`src/sv/yellow_line_centroid_angle_defines.svh`:
```
// Assertion macros used by the file that checks this block.
`ifndef YELLOW_LINE_CENTROID_ANGLE_DEFINES_SVH
`define YELLOW_LINE_CENTROID_ANGLE_DEFINES_SVH

// Same-cycle implication, checked on every rising edge outside reset.
`define YLCA_ASSERT_NOW(label, clk, rst, ante, cons) \
  label: assert property (@(posedge clk) disable iff (rst) (ante) |-> (cons)) \
    else $error("same-cycle check failed");

// Next-cycle implication, checked on every rising edge outside reset.
`define YLCA_ASSERT_NEXT(label, clk, rst, ante, cons) \
  label: assert property (@(posedge clk) disable iff (rst) (ante) |=> (cons)) \
    else $error("next-cycle check failed");

`endif

```
`src/sv/ylca_pkg.sv`:
```
package ylca_pkg;

  localparam int MAX_WIDTH  = 1024;
  localparam int MAX_PIXELS = 1048576;

  localparam int PIX_W   = 8;
  localparam int COL_W   = $clog2(MAX_WIDTH);
  localparam int WIDTH_W = 11;
  localparam int THR_W   = 10;
  localparam int FOV_W   = 14;
  localparam int SUM_W   = 30;
  localparam int CNT_W   = 21;
  localparam int ANG_W   = 14;
  localparam int DIST_W  = 10;

  localparam logic [SUM_W-1:0] SUM_CAP = {SUM_W{1'b1}};
  localparam int TALLY_CAP_I = (MAX_PIXELS < (2**CNT_W - 1)) ? MAX_PIXELS : (2**CNT_W - 1);
  localparam logic [CNT_W-1:0] TALLY_CAP = CNT_W'(TALLY_CAP_I);

  // Angle arithmetic: tally*width, then fov*|2*sum - tally*width| over 2*tally*width.
  localparam int CW_W   = CNT_W + WIDTH_W;
  localparam int NUM_W  = FOV_W + CW_W;
  localparam int QBITS  = ANG_W;
  localparam int DVS_W  = CW_W + QBITS;
  localparam int DIVC_W = $clog2(QBITS);

  localparam logic [ANG_W-1:0] ANG_MAX     = {1'b0, {(ANG_W-1){1'b1}}};
  localparam logic [ANG_W-1:0] ANG_MIN     = {1'b1, {(ANG_W-1){1'b0}}};
  localparam logic [QBITS:0]   ANG_MIN_MAG = (QBITS+1)'(2**(ANG_W-1));

  localparam int IN_DATA_W  = 24;
  localparam int OUT_DATA_W = 40;
  localparam int CFG_IDX_W  = 3;
  localparam int CFG_DATA_W = 14;

  typedef enum logic [CFG_IDX_W-1:0] {
    REG_REF_BLUE   = 3'd0,
    REG_REF_GREEN  = 3'd1,
    REG_REF_RED    = 3'd2,
    REG_THRESHOLD  = 3'd3,
    REG_WIDTH      = 3'd4,
    REG_FOV        = 3'd5
  } cfg_reg_t;

  typedef struct packed {
    logic [PIX_W-1:0]   ref_blue;
    logic [PIX_W-1:0]   ref_green;
    logic [PIX_W-1:0]   ref_red;
    logic [THR_W-1:0]   match_threshold;
    logic [WIDTH_W-1:0] image_width;
    logic [FOV_W-1:0]   field_of_view;
  } cfg_t;

  typedef struct packed {
    logic acc_en;
    logic mul_cw;
    logic sub;
    logic mul_n;
    logic div_init;
    logic div_step;
    logic load_out;
  } dp_cmd_t;

  typedef struct packed {
    logic div_last;
  } dp_stat_t;

endpackage

```
`src/sv/ylca_regs.sv`:
```
module ylca_regs
  import ylca_pkg::*;
(
  input  logic                  clk,
  input  logic                  rst,
  input  logic                  wr_en,
  input  logic [CFG_IDX_W-1:0]  wr_index,
  input  logic [CFG_DATA_W-1:0] wr_data,
  output cfg_t                  cfg
);

  always_ff @(posedge clk) begin
    if (rst) begin
      cfg.ref_blue        <= PIX_W'(95);
      cfg.ref_green       <= PIX_W'(187);
      cfg.ref_red         <= PIX_W'(203);
      cfg.match_threshold <= THR_W'(30);
      cfg.image_width     <= WIDTH_W'(128);
      cfg.field_of_view   <= FOV_W'(4096);
    end else if (wr_en) begin
      unique case (cfg_reg_t'(wr_index))
        REG_REF_BLUE:  cfg.ref_blue        <= wr_data[PIX_W-1:0];
        REG_REF_GREEN: cfg.ref_green       <= wr_data[PIX_W-1:0];
        REG_REF_RED:   cfg.ref_red         <= wr_data[PIX_W-1:0];
        REG_THRESHOLD: cfg.match_threshold <= wr_data[THR_W-1:0];
        REG_WIDTH:     cfg.image_width     <= wr_data[WIDTH_W-1:0];
        REG_FOV:       cfg.field_of_view   <= wr_data[FOV_W-1:0];
        default: ;
      endcase
    end
  end

endmodule

```
`src/sv/ylca_dp.sv`:
```
module ylca_dp
  import ylca_pkg::*;
(
  input  logic             clk,
  input  logic             rst,
  input  cfg_t             cfg,
  input  dp_cmd_t          cmd,
  output dp_stat_t         stat,
  input  logic [PIX_W-1:0] pixel_blue,
  input  logic [PIX_W-1:0] pixel_green,
  input  logic [PIX_W-1:0] pixel_red,
  output logic             line_found,
  output logic [CNT_W-1:0] match_count,
  output logic [ANG_W-1:0] line_angle
);

  // accumulators
  logic [COL_W-1:0] col;
  logic [SUM_W-1:0] sum;
  logic [CNT_W-1:0] tally;

  // angle unit
  logic [CW_W-1:0]   cw;
  logic              dneg;
  logic [CW_W-1:0]   dmag;
  logic [NUM_W-1:0]  num;
  logic [DVS_W-1:0]  rem;
  logic [DVS_W-1:0]  dvs;
  logic [QBITS-1:0]  quo;
  logic [DIVC_W-1:0] cnt;
  logic              ovf;

  logic [PIX_W-1:0]   diff_b, diff_g, diff_r;
  logic [DIST_W-1:0]  color_dist;
  logic               hit;
  logic [SUM_W:0]     sum_ext;
  logic [SUM_W-1:0]   sum_next;
  logic [CNT_W-1:0]   tally_next;
  logic [WIDTH_W-1:0] w_eff;
  logic [COL_W:0]     col_inc;
  logic [COL_W-1:0]   col_next;
  logic signed [CW_W:0] d_full;
  logic [CW_W:0]      q_full;
  logic [QBITS:0]     qc;
  logic [QBITS:0]     qc_neg;
  logic [ANG_W-1:0]   ang;

  always_comb begin
    diff_b = (pixel_blue  > cfg.ref_blue)  ? pixel_blue  - cfg.ref_blue  : cfg.ref_blue  - pixel_blue;
    diff_g = (pixel_green > cfg.ref_green) ? pixel_green - cfg.ref_green : cfg.ref_green - pixel_green;
    diff_r = (pixel_red   > cfg.ref_red)   ? pixel_red   - cfg.ref_red   : cfg.ref_red   - pixel_red;
    color_dist = DIST_W'(diff_b) + DIST_W'(diff_g) + DIST_W'(diff_r);
    hit  = DIST_W'(color_dist) < DIST_W'(cfg.match_threshold);

    sum_ext  = {1'b0, sum} + (SUM_W+1)'(col);
    sum_next = sum_ext[SUM_W] ? SUM_CAP : sum_ext[SUM_W-1:0];
    tally_next = (tally < TALLY_CAP) ? tally + CNT_W'(1) : tally;

    if (cfg.image_width == '0) begin
      w_eff = WIDTH_W'(1);
    end else if (cfg.image_width > WIDTH_W'(MAX_WIDTH)) begin
      w_eff = WIDTH_W'(MAX_WIDTH);
    end else begin
      w_eff = cfg.image_width;
    end
    col_inc  = {1'b0, col} + (COL_W+1)'(1);
    col_next = (WIDTH_W'(col_inc) >= w_eff) ? '0 : col_inc[COL_W-1:0];

    d_full = $signed({2'b00, sum, 1'b0}) - $signed({1'b0, cw});
    q_full = {cw, 1'b0};

    // negative numerator: floor is minus the ceiling of the magnitude quotient
    qc     = {1'b0, quo} + (QBITS+1)'(rem != '0);
    qc_neg = (QBITS+1)'(0) - qc;
    if (tally == '0) begin
      ang = '0;
    end else if (!dneg) begin
      ang = (ovf || quo > QBITS'(ANG_MAX)) ? ANG_MAX : ANG_W'(quo);
    end else begin
      ang = (ovf || qc > ANG_MIN_MAG) ? ANG_MIN : qc_neg[ANG_W-1:0];
    end
  end

  assign stat.div_last = (cnt == '0);

  always_ff @(posedge clk) begin
    if (rst) begin
      col   <= '0;
      sum   <= '0;
      tally <= '0;
    end else if (cmd.load_out) begin
      col   <= '0;
      sum   <= '0;
      tally <= '0;
    end else if (cmd.acc_en) begin
      col <= col_next;
      if (hit) begin
        sum   <= sum_next;
        tally <= tally_next;
      end
    end
  end

  always_ff @(posedge clk) begin
    if (cmd.mul_cw) begin
      cw <= CW_W'(tally) * CW_W'(w_eff);
    end
    if (cmd.sub) begin
      dneg <= d_full[CW_W];
      dmag <= d_full[CW_W] ? CW_W'(-d_full) : d_full[CW_W-1:0];
    end
    if (cmd.mul_n) begin
      num <= NUM_W'(cfg.field_of_view) * NUM_W'(dmag);
    end
    if (cmd.div_init) begin
      rem <= DVS_W'(num);
      dvs <= {q_full, (QBITS-1)'(0)};
      quo <= '0;
      cnt <= DIVC_W'(QBITS-1);
      ovf <= {1'b0, num} >= {q_full, QBITS'(0)};
    end else if (cmd.div_step) begin
      if (rem >= dvs) begin
        rem <= rem - dvs;
        quo <= {quo[QBITS-2:0], 1'b1};
      end else begin
        quo <= {quo[QBITS-2:0], 1'b0};
      end
      dvs <= dvs >> 1;
      cnt <= cnt - DIVC_W'(1);
    end
    if (cmd.load_out) begin
      line_found  <= (tally != '0);
      match_count <= tally;
      line_angle  <= ang;
    end
  end

endmodule

```
`src/sv/ylca_ctrl.sv`:
```
module ylca_ctrl
  import ylca_pkg::*;
(
  input  logic     clk,
  input  logic     rst,
  input  logic     s_tvalid,
  input  logic     s_tlast,
  output logic     s_tready,
  output logic     m_tvalid,
  input  logic     m_tready,
  input  dp_stat_t stat,
  output dp_cmd_t  cmd
);

  typedef enum logic [6:0] {
    ST_RUN  = 7'b0000001,
    ST_MUL  = 7'b0000010,
    ST_SUB  = 7'b0000100,
    ST_PROD = 7'b0001000,
    ST_INIT = 7'b0010000,
    ST_DIV  = 7'b0100000,
    ST_DONE = 7'b1000000
  } state_t;

  state_t state, state_next;
  logic   m_tvalid_next;

  always_comb begin
    state_next = state;
    cmd        = '0;
    s_tready   = 1'b0;
    unique case (state)
      ST_RUN: begin
        s_tready   = 1'b1;
        cmd.acc_en = s_tvalid;
        if (s_tvalid && s_tlast) state_next = ST_MUL;
      end
      ST_MUL: begin
        cmd.mul_cw = 1'b1;
        state_next = ST_SUB;
      end
      ST_SUB: begin
        cmd.sub    = 1'b1;
        state_next = ST_PROD;
      end
      ST_PROD: begin
        cmd.mul_n  = 1'b1;
        state_next = ST_INIT;
      end
      ST_INIT: begin
        cmd.div_init = 1'b1;
        state_next   = ST_DIV;
      end
      ST_DIV: begin
        cmd.div_step = 1'b1;
        if (stat.div_last) state_next = ST_DONE;
      end
      ST_DONE: begin
        // hold until the output slot is free
        if (!m_tvalid || m_tready) begin
          cmd.load_out = 1'b1;
          state_next   = ST_RUN;
        end
      end
      default: state_next = ST_RUN;
    endcase
    m_tvalid_next = cmd.load_out ? 1'b1 : (m_tready ? 1'b0 : m_tvalid);
  end

  always_ff @(posedge clk) begin
    if (rst) begin
      state    <= ST_RUN;
      m_tvalid <= 1'b0;
    end else begin
      state    <= state_next;
      m_tvalid <= m_tvalid_next;
    end
  end

endmodule

```
`src/sv/yellow_line_centroid_angle.sv`:
```
// Pixels are taken one per cycle except while the input stalls at the end of a frame.
// After the last pixel of a frame is accepted the input stalls while the
// angle is formed by two multiplies and a 14-step restoring divider; the result is
// then loaded into the output register once the divider is done and that register is free.
// Pixels of the next frame are not taken until that result has been loaded.
// Synchronous active-high reset restores default registers and clears the column, sum and tally.
`include "yellow_line_centroid_angle_defines.svh"

module yellow_line_centroid_angle
  import ylca_pkg::*;
(
  input  logic                  clk,
  input  logic                  rst,
  input  logic                  s_tvalid,
  output logic                  s_tready,
  input  logic [IN_DATA_W-1:0]  s_tdata,   // pixel_blue, pixel_green, pixel_red
  input  logic                  s_tlast,   // end_of_frame
  output logic                  m_tvalid,
  input  logic                  m_tready,
  output logic [OUT_DATA_W-1:0] m_tdata,   // match_count, line_angle, zero pad
  output logic                  m_tuser,   // line_found
  input  logic                  cfg_wr_en,
  input  logic [CFG_IDX_W-1:0]  cfg_index,
  input  logic [CFG_DATA_W-1:0] cfg_data
);

  cfg_t             cfg;
  dp_cmd_t          cmd;
  dp_stat_t         stat;
  logic [CNT_W-1:0] match_count;
  logic [ANG_W-1:0] line_angle;
  logic             res_zero;

  ylca_regs u_regs (
    .clk      (clk),
    .rst      (rst),
    .wr_en    (cfg_wr_en),
    .wr_index (cfg_index),
    .wr_data  (cfg_data),
    .cfg      (cfg)
  );

  ylca_ctrl u_ctrl (
    .clk      (clk),
    .rst      (rst),
    .s_tvalid (s_tvalid),
    .s_tlast  (s_tlast),
    .s_tready (s_tready),
    .m_tvalid (m_tvalid),
    .m_tready (m_tready),
    .stat     (stat),
    .cmd      (cmd)
  );

  ylca_dp u_dp (
    .clk         (clk),
    .rst         (rst),
    .cfg         (cfg),
    .cmd         (cmd),
    .stat        (stat),
    .pixel_blue  (s_tdata[PIX_W-1:0]),
    .pixel_green (s_tdata[2*PIX_W-1:PIX_W]),
    .pixel_red   (s_tdata[3*PIX_W-1:2*PIX_W]),
    .line_found  (m_tuser),
    .match_count (match_count),
    .line_angle  (line_angle)
  );

  assign m_tdata = {(OUT_DATA_W-CNT_W-ANG_W)'(0), line_angle, match_count};

  assign res_zero = (match_count == '0) && (line_angle == '0);

  `YLCA_ASSERT_NEXT(a_block_after_eof, clk, rst, s_tvalid && s_tready && s_tlast, !s_tready)
  `YLCA_ASSERT_NOW(a_load_slot_free, clk, rst, cmd.load_out, !m_tvalid || m_tready)
  `YLCA_ASSERT_NOW(a_not_found_zero, clk, rst, m_tvalid && !m_tuser, res_zero)
  `YLCA_ASSERT_NOW(a_found_counted, clk, rst, m_tvalid && m_tuser, match_count != '0)

endmodule
```
`config.mk`:
```
export PLATFORM = sky130hd
export DESIGN_NAME = yellow_line_centroid_angle
export DESIGN_NICKNAME = d
export VERILOG_FILES = /design/src/sv/ylca_pkg.sv /design/src/sv/ylca_regs.sv /design/src/sv/ylca_dp.sv /design/src/sv/ylca_ctrl.sv /design/src/sv/yellow_line_centroid_angle.sv
export VERILOG_INCLUDE_DIRS = /design/src /design/src/sv
export SDC_FILE = /design/constraint.sdc
export NUM_CORES = 2
export LEC_CHECK = 0
export BUFFER_PORTS_ARGS = -buffer_cell sky130_fd_sc_hd__buf_2
export CAP_MARGIN = 40
export CORE_ASPECT_RATIO = 0.5
export CORE_MARGIN = 2
export CORE_UTILIZATION = 40
export DETAILED_ROUTE_END_ITERATION = 8
export PLACE_DENSITY = 0.62
export SETUP_SLACK_MARGIN = 0.1
export SYNTH_ARGS = -nofsm -noshare
export SYNTH_HDL_FRONTEND = slang
export SYNTH_SLANG_ARGS = --single-unit
```
`constraint.sdc`:
```
create_clock -name clk -period 6.8 [get_ports clk]
set_input_delay 0.34 -clock clk [delete_from_list [all_inputs] [get_ports clk]]
set_output_delay 0.34 -clock clk [all_outputs]
set_load 0.1 [all_outputs]
```
; Word level (Yosys, flattened, before mapping)
; Index checks and enable logic that the tools add are counted.
[word_totals]
out_inout_bits = 43
ff_bits = 386
[op_classes]
n_eq_ne = 15
n_mux = 32
magnitude_cmp = 11
n_mul = 2
n_addsub = 17
reduce_logical = 25
[op_table]
columns = operator, count
row1 = 2-to-1 mux 46 bit, 5
row2 = case mux 7 bit (7 select lines), 1
row3 = subtractor 8 bit, 6
row4 = >= comparator 46 x 47 -> 1 bit, 1
row5 = >= comparator 46 bit, 1
row6 = multiplier 14 x 32 -> 46 bit, 1
row7 = nonzero test 46 bit, 1
row8 = subtractor 46 bit, 1
row9 = 2-to-1 mux 14 bit, 3
row10 = subtractor 31 x 32 -> 33 bit, 1
row11 = multiplier 21 x 11 -> 32 bit, 1
row12 = 2-to-1 mux 32 bit, 1
row13 = negation 32 bit, 1
row14 = adder 30 x 10 -> 31 bit, 1
row15 = 2-to-1 mux 30 bit, 1
row16 = > comparator 8 bit, 3
row17 = 2-to-1 mux 8 bit, 3
row18 = 2-to-1 mux 11 bit, 2
row19 = "adder 21 x 1 -> 21 bit, second input constant", 1
row20 = logical NOT 21 bit, 1
row21 = "less-than comparator 21 bit, second input constant", 1
row22 = 2-to-1 mux 7 bit, 3
row23 = nonzero test 21 bit, 1
row24 = AND reduction 2 bit, 8
row25 = 34 further kinds, 53

; Logic depth before layout (Yosys ltp)
[depth]
ltp_word = 6
depth_mapped = 36
mapped_depth_nobuf = 34

; By module
; A second synthesis with hierarchy kept.
[hier_totals]
hier_cells = 5128
area_unflattened_um2 = 45911.5
[by_module_without_submodules]
columns = module, area_per_inst_um2, cells_per_inst, seq_area_each_um2, instances
row1 = ylca_dp, 43013.8, 4837, 8648.3, 1
row2 = ylca_regs, 2403.6, 229, 1181.1, 1
row3 = ylca_ctrl, 452.9, 56, 160.2, 1
row4 = yellow_line_centroid_angle, 41.3, 6, 0.0, 1

; Worst setup path before layout
; OpenSTA, ideal clock, no wires.
[synth_timing]
path_kind = flip-flop to flip-flop
start = reg u_dp.dmag[4]
end = reg u_dp.num[44], data pin
arrival_time_ns = 6.303
stages_incl_launch_ff = 25
n_path_buf = 1
path_slack_ns = 0.239
setup_ns = 0.258
period_less_slack_ns = 6.561
cell_sequence = edfxtp_1 -> clkbuf_1 -> and2_1 -> fa_1 -> inv_1 -> fa_1 -> fa_1 -> fa_1 -> inv_1 -> fa_1 -> inv_1 -> fa_1 -> inv_1 -> ha_1 -> o21a_1 -> o21a_1 -> o21a_1 -> o211a_1 -> o211a_1 -> nor3_1 -> o41ai_1 -> a21o_1 -> o31a_1 -> a21oi_1 -> xnor2_1
[synth_between]
elab_chain_cells = 1
[synth_rtl]
columns = element, line
row1 = "start, declared", ylca_dp.sv:25  ; logic [CW_W-1:0] dmag;
row2 = "start signal, assigned", ylca_dp.sv:110  ; dmag <= d_full[CW_W] ? CW_W'(-d_full) : d_full[CW_W-1:0];
row3 = multiplier 14 x 32 -> 46 bit, ylca_dp.sv:113  ; num <= NUM_W'(cfg.field_of_view) * NUM_W'(dmag);
row4 = "end signal, assigned", ylca_dp.sv:113
row5 = "end, declared", ylca_dp.sv:26  ; logic [NUM_W-1:0] num;
; Every way passes these cells.
; A chain may end at the register's enable or synchronous reset.

; Worst setup path after layout
[layout_timing]
start = reg u_dp.dmag[7]
end = reg u_dp.num[44], data pin
; Same word-level chain as after synthesis.

==> qor.yml <==
timing:
  hold_violations: 0
  relSlewSlack: 0.406
  worst_clock_skew_ps: 23.6
  worst_pin_slew_ps: 883
  finalWorstSetupSlack_ps: 223
  rsz0062_at_grt: "yes"
  period_share: 0.967
  finalCriticalPeriod_ps: 6580
  holdWs_ps: 42.1
  finalMaxSlewViolations: 0
  fmax_mhz: 152
  finalSetupViolations: 0
detailed_routing:
  final_antenna_net_count: 0
  drt-initial-drc-count: 2696
  vias: 35700
  routed_wl_mm: 123
  wl_per_cell_um: 18.4
  vias_per_cell: 5.33
  drc_errors: 0
  drt_first_pass_iters: 6
grt:
  grt_overflow: 0
  grt_antenna_before_repair: 0
  grt_use_total: 0.212
  grt_pass1_vias: 36200
  grt_pass1_wl_mm: 196
  grt_max_degree: 67
synth:
  syn_inst: 5056
  yosysSeqAreaShare: 0.222
  synth_ff_type: "edfxtp_1"
  post-synth-top-area-cell: "fa_1"
  synthMuxAreaShare: 0.00726
  synth_top_cell_area_share: 0.240
  yosys_warnings: 0
  synth_compound_area_frac: 0.124
  synthArstFlopShare: 0
  synth-xor-area-share: 0.0464
  yosys-top-cells-area: "fa_1, edfxtp_1, ha_1"
  synth-seq-cells: 386
  synth_cell_types: 91
  synth_edf_count: 226
  synth_most_common_cell: "inv_1"
  synth_fa_ha_area_frac: 0.347
  synthSimpleGateAreaFrac: 0.169
  avgSynthCellArea_um2: 8.89
  synth_top_family_by_area: "adder cells"
  synth.cell_area_um2: 45000
  synthTopCellsByCount: "inv_1, nand2_1, fa_1"
final_layout:
  fin_area_um2: 50100
  n_antenna_cell: 0
  nets: 6139
  drive_gt1_frac: 0.0923
  post-route-util: 0.452
  syn_to_final_growth_pct: 11.5
floorplan:
  die_h_um: 241
  rows: 86
  dieArea_um2: 115000
  core_um2: 111000
  pin_count: 90
  die_x_um: 478
  initial_utilization: 0.406
placement:
  place.gp.congestion: 0.931
  detailedPlace.worstSlack_ps: -10.7
  place_area_um2: 47800
  portBuffers: 84
  hpwl_mm: 97.4
worst_setup_path:
  r2r_start: "u_dp.dmag[7]"
  path_class: "flip-flop to flip-flop"
  crit_arrival_ps: 6930
  worstPathRequired_ps: 7150
  cp_max_fo: 7
  cp-start-kind: "flip-flop"
  worst_setup_path_end_kind: "flip-flop"
  crit_path_start: "u_dp.dmag[7]"
run_status:
  status: "complete, no violations"
clocking:
  htree_levels: 2
  clkSlewWorstSetupHoldPaths_ps: 70
  cts_buffer_depth: 3
  cts.sinks: 386
  clock-root-buffer: "clkbuf_16"
  numCtsBuffers: 45
  worstSkewPairLatency_ps: 610
  cts_tree: "done"
hold_path:
  hp-class: "primary input to flip-flop"
  min_from: "cfg_data[8]"
power:
  leakagePower_nw: 23.0
  pwr_density_cell_nw_per_um2: 147
  max-vdd-ir-drop_v: 0.000157
  total_power_mw: 7.36
run:
  cap_violations: 0
## final cells by class
cell class	instances	area, um2
fillers	10600	60700
clock inverters	23	175
well taps	1496	1870
clock buffers	59	1220
multi-input cells	3674	31700
repair buffers	281	2260
flip-flops and latches	386	10000
inverters	780	2930
## critical path: stages, from the launching register on
cell and delay, ps:
edfxtp_1 550, buf_6 180, nand2_2 60, fa_1 500, inv_1 50, fa_1 530
inv_1 50, fa_1 490, inv_1 50, fa_1 510, fa_2 570, fa_2 460
ha_4 180, a21o_1 190, a21oi_2 180, o21ai_2 80, a211o_1 330, o211a_1 290
nor3_2 130, buf_4 150, o41ai_4 80, a21o_1 200, o31a_1 290, a21oi_2 150
xnor2_1 70
## logic make-up (layout without fill, tap and decap cells)
| group | count (synthesis) | after routing |
|---|---|---|
| fa+ha+maj | 924 | 924 |
| mux | 31 | 31 |
| simple gates | 1583 | 1583 |
| buf+inv | 1000 | 1143 |
| flops | 386 | 386 |
| compound gates | 893 | 893 |
| xor+xnor | 238 | 238 |
| other cells | 1 | 5 |
## final timing paths
check,to,slack [ps],cells after the start
worst max-delay path,u_dp.num[44],220,24
worst min register to register,u_regs.cfg[34],460,2
worst min-delay path,u_regs.cfg[33],40,3
worst max register to register,u_dp.num[44],220,24
## what timing repair did
item	in CTS	in global routing
setup endpoints to repair	7	62
endpoints found under the hold margin	1	0
gates cloned	0	3
setup buffers	0	40
pin swaps	1	56
hold buffers	1	0
resized for setup	3	107
## flip-flops by register name, summed over array words and instances (netlist names), 14 cells and up
signal	count
u_dp.cw	32
u_dp.dmag	32
u_dp.dvs	46
u_dp.line_angle	14
u_dp.match_count	21
u_dp.num	46
u_dp.quo	14
u_dp.rem	46
u_dp.sum	30
u_dp.tally	21
u_regs.cfg	59
## layer usage
metal | up-vias | share of wire | global-route usage
met2 | 948 | 0.46 | 0.353
met1 | 17800 | 0.46 | 0.294
met4 | 0 | 0.020 | 0.0479
met3 | 158 | 0.060 | 0.0292
li1 | 16800 | - | -
met5 | - | 0 | 0
## layout by cell type (no fill, tap or decap), drive strengths merged, types with 26 or more instances in the layout
cell,synthesis,layout
inv,776,777
nand2,668,668
fa,538,538
ha,386,386
a21oi,350,350
and2,278,278
buf,15,276
nor2,254,254
edfxtp,226,226
xnor2,164,164
dfxtp,160,160
o21ai,153,153
a21o,105,105
xor2,74,74
clkbuf,205,63
nand3,62,62
nor3,54,54
nand4,48,48
and3,42,42
o22ai,41,41
nor2b,40,40
o21a,36,36
nor4,26,26
o21bai,26,26
or3,26,26
## power by group
group / switching, mW / total (mW) / internal [mW]
clock: 1.09 / 2.40 / 1.31
combinational: 1.46 / 2.36 / 0.896
sequential: 0.0458 / 2.60 / 2.56
total: 2.59 / 7.36 / 4.76
## metrics by stage
| stage | setup TNS [ps] | cells |
|---|---|---|
| finish | 0 | 6699 |
| global route | 0 | 6699 |
| CTS | 0 | 6655 |
| detailed placement | -10.7 | 6572 |
| global placement | -31.5 | 6569 |
| floorplan | 0 | 5060 |
Power figures use the tool's default switching activity.
